### config.mk
export PLATFORM = sky130hd
export DESIGN_NAME = deq_cell
export DESIGN_NICKNAME = d
export VERILOG_FILES = /design/src/design/deq_pkg.sv /design/src/design/deq_cell.sv
export SDC_FILE = /design/constraint.sdc
export NUM_CORES = 1
export LEC_CHECK = 0
export ABC_CLOCK_PERIOD_IN_PS = 4600
export BUFFER_PORTS_ARGS = -buffer_cell sky130_fd_sc_hd__buf_2
export CORE_ASPECT_RATIO = 1.4
export CORE_MARGIN = 1
export CORE_UTILIZATION = 40
export DETAILED_ROUTE_END_ITERATION = 8
export GPL_ROUTABILITY_DRIVEN = 0
export PLACE_DENSITY = 0.78
export SLEW_MARGIN = 20
export SYNTH_ARGS = -nofsm -noshare
export SYNTH_HDL_FRONTEND = slang
export SYNTH_SLANG_ARGS = --single-unit
### constraint.sdc
create_clock -name aclk -period 4.6 [get_ports aclk]
set_input_delay 0.23 -clock aclk [delete_from_list [all_inputs] [get_ports aclk]]
set_output_delay 0.23 -clock aclk [all_outputs]
set_load 0.01 [all_outputs]
### src/design/deq_pkg.sv
// deq_pkg: shared types and constants for the deadline event queue.
// Depends on nothing; imported by deq_cell, deadline_event_queue and the test bench.
`default_nettype none

package deq_pkg;

    localparam int QUEUE_DEPTH_DEF = 64;
    localparam int TIME_W          = 32;
    localparam int TAG_W           = 16;
    localparam int DELAY_W         = 16;

    typedef enum logic {
        CMD_PUSH = 1'b0,
        CMD_TICK = 1'b1
    } cmd_t;

    typedef enum logic [1:0] {
        OP_HOLD   = 2'd0,
        OP_INSERT = 2'd1,
        OP_POP    = 2'd2
    } cell_op_t;

    typedef struct packed {
        logic [TIME_W-1:0] deadline;
        logic [TAG_W-1:0]  tag;
    } entry_t;

    // broadcast to every cell in the chain
    typedef struct packed {
        cell_op_t op;
        entry_t   new_entry;
    } cell_ctl_t;

endpackage

`default_nettype wire

### src/design/deq_cell.sv
// deq_cell: one slot of the sorted event chain (deadline and tag).
// Depends on deq_pkg; instantiated once per slot by deadline_event_queue.
`default_nettype none

module deq_cell
    import deq_pkg::*;
(
    input  wire logic      aclk,
    input  wire cell_ctl_t ctl,
    input  wire logic      occupied,     // slot index below the fill count
    input  wire logic      at_tail,      // slot index equals the fill count
    input  wire logic      left_move,    // left neighbour is shifting right
    input  wire entry_t    left_entry,
    input  wire entry_t    right_entry,
    output entry_t         entry,
    output logic           move          // this slot holds a strictly later deadline
);

    entry_t entry_reg;
    entry_t entry_next;

    assign entry = entry_reg;
    assign move  = occupied && (entry_reg.deadline > ctl.new_entry.deadline);

    always_comb begin
        entry_next = entry_reg;
        case (ctl.op)
            OP_INSERT: begin
                // take the left neighbour when it shifts, else claim the new word if this slot moves or is the tail
                if (left_move) begin
                    entry_next = left_entry;
                end else if (move || at_tail) begin
                    entry_next = ctl.new_entry;
                end
            end
            OP_POP: begin
                entry_next = right_entry;
            end
            OP_HOLD: begin
                entry_next = entry_reg;
            end
            default: begin
                entry_next = entry_reg;
            end
        endcase
    end

    always_ff @(posedge aclk) begin
        entry_reg <= entry_next;
    end

endmodule

`default_nettype wire

==> impl_results.md <==
- Final setup viols: 0
- Synth warn: 0
- Routed vias: about 3100
- Vias per inst: just under 5
- Clk Latency, worst-skew pair: a little under 0.3 ns
- Kind of critical path: reg -> reg
- Initial antenna violation count: 0
- Async SR Flop Fraction: 0
- Final Non-Filler Cells: between 600 and 700
- Core area: just under 8000 um^2
- Clock sinks: 48
- Worst-margin pin slew: approximately 1.0 ns
- R2R Setup Slk: 1.38 ns
- Number of global-route vias before repair: between 3000 and 4000
- Number of port buffers: between 150 and 200
- CTS tree: built
- First-pass GRT wire length: between 10000 and 15000 um
- Met2 Resource Use GR: 0.382
- Worst setup EP type: flop
- Power per cell area: about 260 nW/um^2
- Finished Core Util: 0.566
- Period minus WS final: approximately 3.2 ns
- H-tree levels: 2
- Worst hold start: right_entry[46]
- Hold Path Sink: entry[46]$_DFFE_PP_
- Mapped Cells: between 300 and 400
- Synthesis-to-layout area growth: 35.8%
- GRT met1 Usage: 0.214
- IO Pins: 199
- Die ar.: roughly 8500 um^2
- Violation count after the first detailed-route iteration: 113
- DRC: 0
- Number of flip-flops in the largest register: 48
- Gr busiest metal: met2
- FP Rows: 38
- Routed Wire Length: about 8500 um
- Max_slew headroom: 0.335
- Starting Density: 0.417
- Clock tree buffer depth: 2
- Library cells used by synthesis: 31
- Final nets: 699
- Setup_tns: 0 ns
- R2R Path Start: entry[30]$_DFFE_PP_
- Placed cell area: 4360 um^2
- Total of max-cap violations: 0
- RR Endpoint: entry[41]$_DFFE_PP_
- Hold Crit Class: in -> reg
- Fill cell count: roughly 700
- CP startpoint kind: flop
- Fin area: around 4400 um^2
- Post-CTS Hold Fix Bufs: 0
- Clock transition at the registers of the reported paths: 0.09 ns
- Max frequency: 0.310 GHz
- CP required: 4.58 ns
- Root Driver: clkbuf_8
- Most common cell after layout, fill and taps aside: buf_2
- Worst Reg2Reg Path Length in Cells: 6
- Largest net degree at the start of global routing: 57
- Critical path origin: entry[30]$_DFFE_PP_
- WHS Path Cells: 3
- Ys flop type: edfxtp_1
- Crit share post-route: 0.700
- RSZ-0062 raised after global routing: false
- DP HPWL: between 6000 and 7000 um
- Worst slack, placed: 1.29 ns
- Total grt overflow: 0
- Chip width: 78.4 um
- DR pass1 iterations: 4
- Synthesized area per cell: around 10 um^2
- Die Ht: approximately 110 um
- Crit path arrival time: around 3.2 ns
- Status: complete, no violations
- Leak: 2.25 nW
- Worst clock skew: between 0.004 and 0.005 ns
- Post-CTS Setup Inserts: 0
- Num CTS Buffers: 5
- GRT Util Overall: 0.198
- Yosys reg bits: 48
- # resized after CTS: 0
- Ant. Diodes: 0
- GRT met3 Usage: 0.0385
- Max IR drop VDD: 0.000173 V
- Synthesized Nets: between 500 and 600
- Share of cells above drive strength 1: 0.409
- Final Max Slew Viols: 0
- Inst Count DP: 610
- Drt wl/cell: around 14 um
- Routed Antenna Nets: 0
- EDFF count, synth: 48
- Fin. Hold Viols: 0
- Most frequent cells in the layout: buf_2, nand2_1, o21ai_0
- Largest fanout on the critical path: 29
- Register area share after synthesis: 0.441
- Synthesized area: 3270 um^2
- Final WS setup: 1.38 ns
-- how the worst max path moves through the flow --
stage,end,slack [ns],cells past startpoint
after floorplan,entry[0]$_DFFE_PP_,1.13,6
after global placement,entry[5]$_DFFE_PP_,1.42,6
after detailed placement,entry[4]$_DFFE_PP_,1.29,6
after CTS,entry[41]$_DFFE_PP_,1.26,6
after global routing,entry[38]$_DFFE_PP_,1.07,6
final,entry[41]$_DFFE_PP_,1.38,6
-- final cells by class --
cell class | instances | area [um^2] | share of cell area
multi-input combinational | 229 | 1660 | 0.373
sequential | 48 | 1440 | 0.325
timing repair buffer | 201 | 1010 | 0.228
tap | 100 | 125 | 0.0282
inverter | 32 | 120 | 0.0270
clock buffer | 5 | 68.8 | 0.0155
clock inverter | 3 | 13.8 | 0.00310
-- where the power goes --
part,internal (mW),total [mW],switching (mW)
logic,0.153,0.335,0.182
registers,0.548,0.567,0.0194
clock network,0.104,0.244,0.140
-- through the flow --
stage	hold slack (ns)	power [mW]
2_1_floorplan	0.417	0.758
3_3_place_gp	0.507	0.902
3_5_place_dp	0.510	0.918
4_1_cts	0.195	1.16
5_1_grt	0.208	1.22
6_report	0.205	1.15
-- Yosys cell counts (2+ instances only) --
cell type | number | area [um^2]
a21o_1 | 4 | 30.0
a21oi_1 | 13 | 65.1
buf_2 | 5 | 25.0
clkbuf_1 | 10 | 37.5
edfxtp_1 | 48 | 1440
ha_1 | 32 | 400
inv_1 | 32 | 120
mux2i_1 | 48 | 480
nand2_1 | 51 | 191
nand3_1 | 6 | 30.0
nand4_1 | 7 | 43.8
nor2_1 | 2 | 7.51
nor2b_1 | 2 | 12.5
o21ai_0 | 49 | 245
-- worst max-delay path, stage by stage (launching register included) --
cell       delay [ns]
edfxtp_1         0.41
ha_1             0.35
nand4_2          0.16
a2111oi_0        0.51
o31ai_1          0.22
a31oi_4          0.84
buf_4            0.42
-- per-layer routing --
layer,vias to the layer above,routed length [um]
met4,0,156
met1,1372,3240
met3,14,506
met2,124,4630
li1,1563,-
met5,-,0
-- cells by family (layout without fill, tap and decap cells) --
logic type      Yosys count  after routing  synth area share
mux                      48             48             0.147
xor+xnor                  1              1           0.00268
flops                    48             48             0.441
fa+ha+maj                32             32             0.122
simple gates             73             73            0.0995
buf+inv                  49            241            0.0593
compound gates           75             75             0.129
No activity file was read; power rests on OpenSTA's default activity.
